--- src/sv/dttu_pkg.sv ---
// shared types, codes and character helpers for the decimal text parser
// no dependencies; used by every module of the block and by the checker
`default_nettype none

package dttu_pkg;

	localparam int DEF_INDEX_BITS = 16;
	localparam int CHAR_W         = 8;
	localparam int VALUE_W        = 64;
	localparam int STATUS_W       = 2;
	localparam int POS_W          = 16;
	localparam int PHASE_W        = 2;
	localparam int DIGIT_W        = 4;

	localparam logic [PHASE_W-1:0] PH_SKIP   = 2'd0;
	localparam logic [PHASE_W-1:0] PH_DIGITS = 2'd1;
	localparam logic [PHASE_W-1:0] PH_DONE   = 2'd2;

	localparam logic [STATUS_W-1:0] ST_OK             = 2'd0;
	localparam logic [STATUS_W-1:0] ST_EXPECTED_DIGIT = 2'd1;
	localparam logic [STATUS_W-1:0] ST_OUT_OF_RANGE   = 2'd2;
	localparam logic [STATUS_W-1:0] ST_EXPECTED_END   = 2'd3;

	localparam logic [CHAR_W-1:0] CHAR_NUL   = 8'h00;
	localparam logic [CHAR_W-1:0] CHAR_TAB   = 8'h09;
	localparam logic [CHAR_W-1:0] CHAR_LF    = 8'h0A;
	localparam logic [CHAR_W-1:0] CHAR_CR    = 8'h0D;
	localparam logic [CHAR_W-1:0] CHAR_SPACE = 8'h20;
	localparam logic [CHAR_W-1:0] CHAR_ZERO  = 8'h30;
	localparam logic [CHAR_W-1:0] CHAR_NINE  = 8'h39;

	// largest accumulator that still takes another digit (max / 10)
	localparam logic [VALUE_W-1:0]  ACC_LIMIT      = 64'd1844674407370955161;
	localparam logic [DIGIT_W-1:0]  ACC_LIMIT_LAST = 4'd5;
	localparam logic [POS_W-1:0]    POS_MAX        = 16'hFFFF;

	typedef struct packed {
		logic [PHASE_W-1:0] phase;
		logic [VALUE_W-1:0] acc;
	} core_t;

	typedef struct packed {
		logic [VALUE_W-1:0]  value;
		logic [STATUS_W-1:0] status;
		logic [POS_W-1:0]    position;
	} result_t;

	function automatic logic is_space(input logic [CHAR_W-1:0] c);
		return (c == CHAR_SPACE) || (c == CHAR_TAB) || (c == CHAR_LF) || (c == CHAR_CR);
	endfunction

	function automatic logic is_dec_char(input logic [CHAR_W-1:0] c);
		return (c >= CHAR_ZERO) && (c <= CHAR_NINE);
	endfunction

endpackage

`default_nettype wire

--- src/sv/dttu_step.sv ---
// next-state and result logic for one character of the decimal text parser
// depends on dttu_pkg; purely combinational, registered by the top level
`default_nettype none

module dttu_step #(
	parameter int INDEX_BITS = dttu_pkg::DEF_INDEX_BITS
) (
	input  wire logic [dttu_pkg::CHAR_W-1:0] char_code,
	input  wire dttu_pkg::core_t             cur,
	input  wire logic [INDEX_BITS-1:0]       idx,
	output dttu_pkg::core_t                  nxt,
	output logic [INDEX_BITS-1:0]            idx_nxt,
	output logic                             emit,
	output dttu_pkg::result_t                res
);

	logic                             is_nul;
	logic                             space;
	logic                             digit_ok;
	logic [dttu_pkg::CHAR_W-1:0]      digit_full;
	logic [dttu_pkg::DIGIT_W-1:0]     digit;
	logic                             overflow;
	logic [dttu_pkg::VALUE_W-1:0]     acc_times_ten;
	logic [31:0]                      idx_ext;
	dttu_pkg::core_t                  after;

	assign is_nul     = (char_code == dttu_pkg::CHAR_NUL);
	assign space      = dttu_pkg::is_space(char_code);
	assign digit_ok   = dttu_pkg::is_dec_char(char_code);
	assign digit_full = char_code - dttu_pkg::CHAR_ZERO;
	assign digit      = digit_full[dttu_pkg::DIGIT_W-1:0];

	assign overflow = (cur.acc > dttu_pkg::ACC_LIMIT) ||
		((cur.acc == dttu_pkg::ACC_LIMIT) && (digit > dttu_pkg::ACC_LIMIT_LAST));

	// times ten as times eight plus times two
	assign acc_times_ten = {cur.acc[dttu_pkg::VALUE_W-4:0], 3'b000} +
		{cur.acc[dttu_pkg::VALUE_W-2:0], 1'b0};

	// position saturates at the width of the output field
	assign idx_ext = 32'(idx);

	always_comb begin
		after        = cur;
		emit         = 1'b0;
		res.value    = '0;
		res.status   = dttu_pkg::ST_OK;
		res.position = (idx_ext > 32'(dttu_pkg::POS_MAX)) ? dttu_pkg::POS_MAX
			: idx_ext[dttu_pkg::POS_W-1:0];

		case (cur.phase)
			dttu_pkg::PH_SKIP: begin
				if (!is_nul && space) begin
					after = cur;
				end else if (digit_ok) begin
					after.acc   = dttu_pkg::VALUE_W'(digit);
					after.phase = dttu_pkg::PH_DIGITS;
				end else begin
					emit       = 1'b1;
					res.status = dttu_pkg::ST_EXPECTED_DIGIT;
				end
			end
			dttu_pkg::PH_DIGITS: begin
				if (digit_ok) begin
					if (overflow) begin
						after.acc  = '0;
						emit       = 1'b1;
						res.status = dttu_pkg::ST_OUT_OF_RANGE;
					end else begin
						after.acc = acc_times_ten + dttu_pkg::VALUE_W'(digit);
					end
				end else if (is_nul || space) begin
					emit      = 1'b1;
					res.value = cur.acc;
				end else begin
					emit       = 1'b1;
					res.status = dttu_pkg::ST_EXPECTED_END;
				end
			end
			default: begin
				after = cur;
			end
		endcase

		if (emit) begin
			after.phase = dttu_pkg::PH_DONE;
		end

		nxt     = after;
		idx_nxt = idx;
		if (is_nul) begin
			nxt.phase = dttu_pkg::PH_SKIP;
			nxt.acc   = '0;
			idx_nxt   = '0;
		end else if ((after.phase != dttu_pkg::PH_DONE) && (idx != {INDEX_BITS{1'b1}})) begin
			idx_nxt = idx + 1'b1;
		end
	end

endmodule

`default_nettype wire

--- src/sv/decimal_text_to_uint64_parser.sv ---
// top level of the decimal text to unsigned 64-bit parser
// depends on dttu_pkg and dttu_step; input register, parser state and result register
`default_nettype none

// One character is taken per clock on the slave side while no held result stalls it,
// and a result, when the string's outcome is decided, is registered on the master side.
// The rate of one character per cycle is set by the combinational accumulator update
// (times ten by shift and add, plus the exact overflow compare) between the input
// register and the result register. A held result stalls the input side only when the
// character waiting in the input register itself decides a result. A zero byte ends
// a string and returns the parser to its reset state; nothing needs clearing after reset.
module decimal_text_to_uint64_parser #(
	parameter int INDEX_BITS = dttu_pkg::DEF_INDEX_BITS
) (
	input  wire logic        clk,
	input  wire logic        arst_n,
	input  wire logic        s_axis_tvalid,
	output logic             s_axis_tready,
	input  wire logic [7:0]  s_axis_tdata,   // char_code
	output logic             m_axis_tvalid,
	input  wire logic        m_axis_tready,
	output logic [79:0]      m_axis_tdata,   // parsed_value, position
	output logic [1:0]       m_axis_tuser    // status
);

	logic                        valid_s1;
	logic [dttu_pkg::CHAR_W-1:0] char_s1;
	dttu_pkg::core_t             core_q;
	logic [INDEX_BITS-1:0]       idx_q;
	logic                        out_valid_q;
	dttu_pkg::result_t           out_res_q;

	dttu_pkg::core_t             core_nxt;
	logic [INDEX_BITS-1:0]       idx_nxt;
	logic                        emit;
	dttu_pkg::result_t           res;
	logic                        out_free;
	logic                        advance;
	logic                        in_beat;

	dttu_step #(
		.INDEX_BITS(INDEX_BITS)
	) u_step (
		.char_code(char_s1),
		.cur      (core_q),
		.idx      (idx_q),
		.nxt      (core_nxt),
		.idx_nxt  (idx_nxt),
		.emit     (emit),
		.res      (res)
	);

	assign out_free      = !out_valid_q || m_axis_tready;
	assign advance       = valid_s1 && (out_free || !emit);
	assign s_axis_tready = !valid_s1 || advance;
	assign in_beat       = s_axis_tvalid && s_axis_tready;

	always_ff @(posedge clk or negedge arst_n) begin
		if (!arst_n) begin
			valid_s1    <= 1'b0;
			core_q      <= '{phase: dttu_pkg::PH_SKIP, acc: '0};
			idx_q       <= '0;
			out_valid_q <= 1'b0;
		end else begin
			if (s_axis_tready) begin
				valid_s1 <= s_axis_tvalid;
			end
			if (advance) begin
				core_q <= core_nxt;
				idx_q  <= idx_nxt;
			end
			if (advance && emit) begin
				out_valid_q <= 1'b1;
			end else if (m_axis_tready) begin
				out_valid_q <= 1'b0;
			end
		end
	end

	always_ff @(posedge clk) begin
		if (in_beat) begin
			char_s1 <= s_axis_tdata;
		end
		if (advance && emit) begin
			out_res_q <= res;
		end
	end

	assign m_axis_tvalid = out_valid_q;
	assign m_axis_tdata  = {out_res_q.position, out_res_q.value};
	assign m_axis_tuser  = out_res_q.status;

endmodule

`default_nettype wire

--- config.mk ---
export PLATFORM = sky130hd
export DESIGN_NAME = decimal_text_to_uint64_parser
export DESIGN_NICKNAME = d
export VERILOG_FILES = /design/src/sv/dttu_pkg.sv /design/src/sv/dttu_step.sv /design/src/sv/decimal_text_to_uint64_parser.sv
export SDC_FILE = /design/constraint.sdc
export NUM_CORES = 1
export LEC_CHECK = 0
export BUFFER_PORTS_ARGS = -buffer_cell sky130_fd_sc_hd__buf_2
export CAP_MARGIN = 15
export CELL_PAD_IN_SITES_DETAIL_PLACEMENT = 1
export CELL_PAD_IN_SITES_GLOBAL_PLACEMENT = 2
export CORE_MARGIN = 3
export CORE_UTILIZATION = 30
export CTS_CLUSTER_DIAMETER = 200
export DETAILED_ROUTE_END_ITERATION = 7
export PLACE_DENSITY = 0.74
export REMOVE_ABC_BUFFERS = 1
export SYNTH_ARGS = -nofsm -noshare
export SYNTH_HDL_FRONTEND = slang
export SYNTH_HIERARCHICAL = 1
export SYNTH_SLANG_ARGS = --single-unit
--- constraint.sdc ---
create_clock -name clk -period 8.6 [get_ports clk]
set_input_delay 0.86 -clock clk [delete_from_list [all_inputs] [get_ports clk]]
set_output_delay 0.86 -clock clk [all_outputs]
set_load 0.005 [all_outputs]
==> results.md, run 1 <==
- Outcome: completed
- Leakage Power: between 0.006 and 0.007 uW
- Critical Path AT: about 5300 ps
- Final Max Tran Viols: 0
- Routed Antenna Nets: 0
- FF/Latch Area: 0.004810 sq mm
- Grt ovf: 0
- Pwr Density: approximately 310 mW/mm^2
- Synthesized area: 0.01450 sq mm
- Die height: 225.9 microns
- Worst slew margin: between 30% and 40%
- Final hold vios: 0
- Clock Latency Late Sink: roughly 470 ps
- Filler cell count: between 5000 and 6000
- Post-synth cell types: 68
- DP HPWL: around 33000 microns
- Area after DPL: 0.01527 sq mm
- Worst vdd ir: between 150 and 200 uV
- Final setup fails: 0
- Root Buffer: clkbuf_16
- Clk buf depth: 2
- Max-Cap Viols: 0
- RD Place Congestion: 0.8350
- Startpoint Class: flip-flop
- Number of gates resized after CTS: 0
- Initial Util: between 30% and 40%
- CTS sink cnt: approximately 170
- Tmin final: approximately 5200 ps
- Pre-antenna DRT Iters: 5
- Worst slew pin tran: 1032 ps
- Drt via density: 5.615
- Die area: around 0.051 sq mm
- Post-Route WL: 47630 microns
- Reg2reg start: core_q[18]$_DFFE_PN0P_
- Commonest non-fill, non-tap cells in the layout: nand2_1, ha_1, nor2_1
- Hold Path Class: in -> async
- Num rows: 79
- Setup Fix Bufs, Post-CTS: 0
- # port buffers: 95
- Fin crit share: 61.00%
- CTS tree: yes
- Ys flop type: edfxtp_1
- Crit path kind: reg -> reg
- Largest area contributor in the netlist: edfxtp_1
- Final Skew: between 15 and 20 ps
- Crit. End Element: flip-flop
- Overall die width: 225.9 microns
- Worst R2R Path Depth: 12
- Ant diodes: 0
- Synth Area per Inst: just over 9 sq um
- Unrepaired setup endpoints after global routing: no
- Reg2reg end: m_axis_tdata[34]$_DFFE_PP_
- Finished Cell Area: 0.01587 sq mm
- Cells after Synth: 1565
- IO Pins: 96
- Max Freq: 190.6 MHz
- Post-synth top area share: 18.64%
- Vias: ~12000
- Core area: 0.04715 sq mm
- Tot GR Track Use: 18.69%
- FF+latch count, synth: 174
- Largest net degree at the start of global routing: 99
- Share of cells above drive strength 1: about 15%
- Setup slack, reg-to-reg: 3350 ps
- Antenna violations before repair: 0
- Synth area leaders: edfxtp_1, dfrtp_1, ha_1, o211ai_2, nand4b_1
- DRC errors left: 0
- Vias in the first global route: between 10000 and 15000
- WL/cell: 21.72 microns
- Final #Nets: 1710
- Warnings, synthesis: 6
- Hold_buf cts: 0
- Post-synthesis sequential area ratio: 33.13%
- Critical path data required time: 8690 ps
- Post-synth EDFFs: 90
- CTS Buf Count: 17
- Final Util: 33.65%
- Layout area overhead: 9.412%
- Most common cell after layout, fill and taps aside: nand2_1
- DRT iter0 DRCs: 881
- First-pass GRT wire length: approximately 75000 microns
- Crit path launch: core_q[18]$_DFFE_PN0P_
- Area of the multi-input gates: 0.009031 sq mm
- Crit path to: m_axis_tdata[34]$_DFFE_PP_
- Ys async rst share: 48.28%
- Htree depth: 4
- Clock-pin transition on the worst setup and hold timing paths: 80 ps
- Critical Path Fanout Max: 53
Yosys cell counts, types with 29 or more instances:
cell        n
a21o_1     41
a21oi_1    89
a22o_1     30
and2_1     70
buf_2      30
clkbuf_1   62
dfrtp_1    84
edfxtp_1   90
ha_1      123
nand2_1   169
nand2b_1   89
nand3_1    29
nand4b_1   84
nor2_1    103
o211ai_2   80
o21ai_0    48
xnor2_1    45
critical path: stages, from the launching register on:
cell and delay, ps:
dfrtp_1 470, and4bb_2 320, nand4_1 110, nor3_1 290, nand2_1 140, o2111ai_1 460
a31oi_4 220, nand2b_1 250, a21oi_4 160, buf_4 540, nand2_1 260, nor2_4 850
buf_4 680
report_power, final:
part / total, uW / internal, uW / switching [uW]
combinational: 2580 / 1020 / 1560
sequential: 1570 / 1120 / 457
clock: 820 / 416 / 404
how the worst min path moves through the flow:
stage / endpoint / depth (start not counted) / slack [ps]
6_report: core_q[27]$_DFFE_PN0P_ / 1 / 400
5_1_grt: core_q[28]$_DFFE_PN0P_ / 1 / 420
4_1_cts: core_q[27]$_DFFE_PN0P_ / 1 / 390
3_5_place_dp: m_axis_tdata[72]$_DFFE_PP_ / 0 / 550
3_3_place_gp: m_axis_tdata[70]$_DFFE_PP_ / 0 / 530
2_1_floorplan: m_axis_tdata[78]$_DFFE_PP_ / 0 / 500
metal layers:
| layer | track usage, % | part of all wire (%) | vias to the layer above |
|---|---|---|---|
| li1 | - | - | 5815 |
| met1 | 25.73 | 48 | 6241 |
| met2 | 30.86 | 47 | 216 |
| met3 | 2.119 | 3.0 | 41 |
| met4 | 5.597 | 2.0 | 0 |
| met5 | 0 | 0 | - |
kinds of logic (layout without fill, tap and decap cells):
group	count (synthesis)	in the layout	share of synthesized area (%)
AOI/OAI and AO/OA	415	415	22.67
xor gates and xnor gates	68	68	4.107
adders and majority gates	125	125	10.89
buffers and inverters	142	163	4.840
DFF	174	174	33.13
muxes	2	2	0.1467
and+or+nand+nor	639	639	24.22
sequential cells by signal, summed over array words and instances, names as in the netlist:
name and flops:
idx_q 16, core_q 66, m_axis_tvalid 1, m_axis_tuser 2, m_axis_tdata 80, char_s1 8, valid_s1 1
per-stage QoR:
step	hold WS, ps	power, uW	worst slack (ps)	TNS, ps	cells
2_1_floorplan	501.6	3322	-826.5	-67770	1445
3_3_place_gp	528.5	4088	3487	0	2161
3_5_place_dp	548.6	4152	3324	0	2161
4_1_cts	392.1	4987	3296	0	2193
5_1_grt	420.4	5376	2845	0	2193
6_report	398.0	4973	3354	0	2193
cell type report:
cell class                      count  area share, %
Inverter                           22         0.5204
Multi-Input combinational cell   1249          56.92
Sequential cell                   174          30.31
Clock inverter                     15          1.112
Clock buffer                       17          2.681
Timing Repair Buffer              109          3.675
Tap cell                          607          4.786
Power figures use the tool's default switching activity.
==> run 2: changes to the inputs <==
- clock period: 8.6 -> 5.33 ns (I/O delays scaled with it)
==> run 2 against run 1 <==
  * Utilization is 0.14 points higher
  * Final cell count up 0.27%
  * Worst hold slack worse by 270 ps
  * Global-route usage decreased by 0.52 points
  * Combinational power up 60%
  * Via count is 0.84% lower
  * Sequential power rose by 62%
  * Count of clock-buffer cells in the layout increased by 1
  * Largest cell class unchanged
==> results.md, run 2 (synthesis results as in run 1) <==
- Routed Antenna Nets: 0 (unchanged)
- Layout area overhead: 9.870%
- Crit. End Element: flip-flop
- Setup Fix Bufs, Post-CTS: 0 (unchanged)
- DRT iter0 DRCs: 685 (-22%)
- Inst Count DP: 2167 (+0.28%)
- Overall die width: 225.9 microns (unchanged)
- DRC errors left: 0 (unchanged)
- Clk buf depth: 2 (unchanged)
- Flop pwr share: 31.8% (+0.2 points)
- Worst vdd ir: 266.4 uV (+58%)
- First-pass GRT wire length: 73800 microns (-1.5%)
- RD Place Congestion: 0.8529 (+2.1%)
- Htree depth: 4 (unchanged)
- Critical Path AT: 4380 ps (-960 ps)
- # port buffers: 95 (unchanged)
- Tot GR Track Use: 18.16% (-0.52 points)
- Clock Latency Late Sink: 470 ps (about the same)
- Pwr Density: 502.9 mW/mm^2 (+60%)
- Pre-CTS setup slack: 1075 ps (-2249 ps)
- Vias in the first global route: 12810 (+0.92%)
- Net Sw Frac: 47.96% (-0.64 points)
- Crit path kind: reg -> reg
- Critical Path Fanout Max: 53 (unchanged)
- Outcome: completed
- Pre-antenna DRT Iters: 4 (-1)
- Post-Route WL: 45490 microns (-4.5%)
- Final Max Tran Viols: 0 (unchanged)
- CTS tree: yes
- Startpoint Class: flip-flop
- Grt ovf: 0 (unchanged)
- Fin crit share: 80.47% (+19 points)
- Largest net degree at the start of global routing: 88 (-11%)
- Antenna violations before repair: 0 (unchanged)
- Max-Cap Viols: 0 (unchanged)
- DP HPWL: 31360 microns (-4.7%)
- Final #Nets: 1716 (+0.35%)
- CTS sink cnt: 174 (unchanged)
- Die area: 0.05102 sq mm (unchanged)
- Worst slew pin tran: 919.8 ps (-112.1 ps)
- Final setup fails: 0 (unchanged)
- Clock group share of total power: 16.6% (about the same)
- Max FFs per register: 80 (unchanged)
- Initial Util: 30.76% (unchanged)
- Die height: 225.9 microns (unchanged)
- WL/cell: 20.69 microns (-4.8%)
- Clock-pin transition on the worst setup and hold timing paths: 70 ps (about the same)
- Critical path data required time: 5420 ps (-3270 ps)
- CTS Buf Count: 17 (unchanged)
- Vias: 12210 (-0.84%)
- Commonest non-fill, non-tap cells in the layout: nand2_1, ha_1, nor2_1
- Number of gates resized after CTS: 0 (unchanged)
- Final Skew: 14.78 ps (-2.997 ps)
- Num rows: 79 (unchanged)
- Core area: 0.04715 sq mm (unchanged)
- Worst slew margin: 37.09% (+5.9 points)
- Most common cell after layout, fill and taps aside: nand2_1
- Hold_buf cts: 0 (unchanged)
- Hold WS: 129.4 ps (-268.6 ps)
- Combinational power share: 51.6% (-0.3 points)
- Hold Path Class: in -> async
- Root Buffer: clkbuf_16
- Post-route setup slack: 1041 ps (-2313 ps)
- Final hold vios: 0 (unchanged)
- Max Freq: 233.2 MHz (+22%)
- Post-Layout Cell Count: 2199 (+0.27%)
- Psw: 3843 uW (+59%)
- Drt via density: 5.553 (-1.1%)
- P_int: 4171 uW (+63%)
- Tmin final: 4289 ps (-956.9 ps)
- Unrepaired setup endpoints after global routing: no
- Ant diodes: 0 (unchanged)
- Leakage Power: 0.006887 uW (+0.46%)
- Share of cells above drive strength 1: 15.64% (+0.26 points)
- IO Pins: 96 (unchanged)
-- run 2: worst paths after layout --
check	start	to	slack, ps	cells after the start
max in group asynchronous	arst_n	idx_q[14]$_DFFE_PN0P_	3980	3
hold / removal	arst_n	core_q[25]$_DFFE_PN0P_	130	1
hold reg to reg	idx_q[8]$_DFFE_PN0P_	m_axis_tdata[72]$_DFFE_PP_	560	0
setup reg to reg	core_q[18]$_DFFE_PN0P_	m_axis_tdata[30]$_DFFE_PP_	1040	12
min in group clk	s_axis_tdata[4]	char_s1[4]$_DFFE_PP_	240	1
setup / recovery	core_q[18]$_DFFE_PN0P_	m_axis_tdata[30]$_DFFE_PP_	1040	12
-- run 2: through the flow --
step	total power (uW)	utilization, %	setup TNS (ps)	cell area [sq um]
final	8014	33.80	0	15930
after CTS	8063	33.80	0	15930
after global routing	8718	33.80	0	15930
after detailed placement	6686	32.52	0	15330
after floorplan	5360	-	-569930	13880
after global placement	6595	32.52	0	15330
-- run 2: metal layers --
metal  GRT usage [%]  up-vias  routed length (microns)
met4           4.674        0                      603
met3           1.924       32                      842
met1           23.91     6226                    21440
li1                -     5823                        -
met5               0        -                        0
met2           31.81      129                    22610
-- run 2: final cells by class --
class	count	area, sq um
repair buffers	115	653.1
well taps	607	759.5
multi-input cells	1249	9030
clock buffers	18	429.2
flip-flops and latches	174	4810
inverters	22	82.58
fillers	5413	31210
clock inverters	14	170.2
-- run 2: worst max-delay path, stage by stage (launching register included) --
cell and delay [ps]:
dfrtp_1 470, and4bb_2 320, nand4_1 100, nor3_1 370, nand2_1 170, o2111ai_1 480, a31oi_4 220, nand2b_1 250
a21oi_4 160, buf_4 330, nand2_1 210, nor2_4 160, buf_4 550
-- run 2: power groups by stage --
stage | registers [uW] | logic, uW | clock network, uW
4_1_cts | 2560 | 4130 | 1380
6_report | 2550 | 4130 | 1330
2_1_floorplan | 2320 | 3040 | 0
3_5_place_dp | 2580 | 4100 | 0
5_1_grt | 2640 | 4650 | 1420
3_3_place_gp | 2560 | 4040 | 0
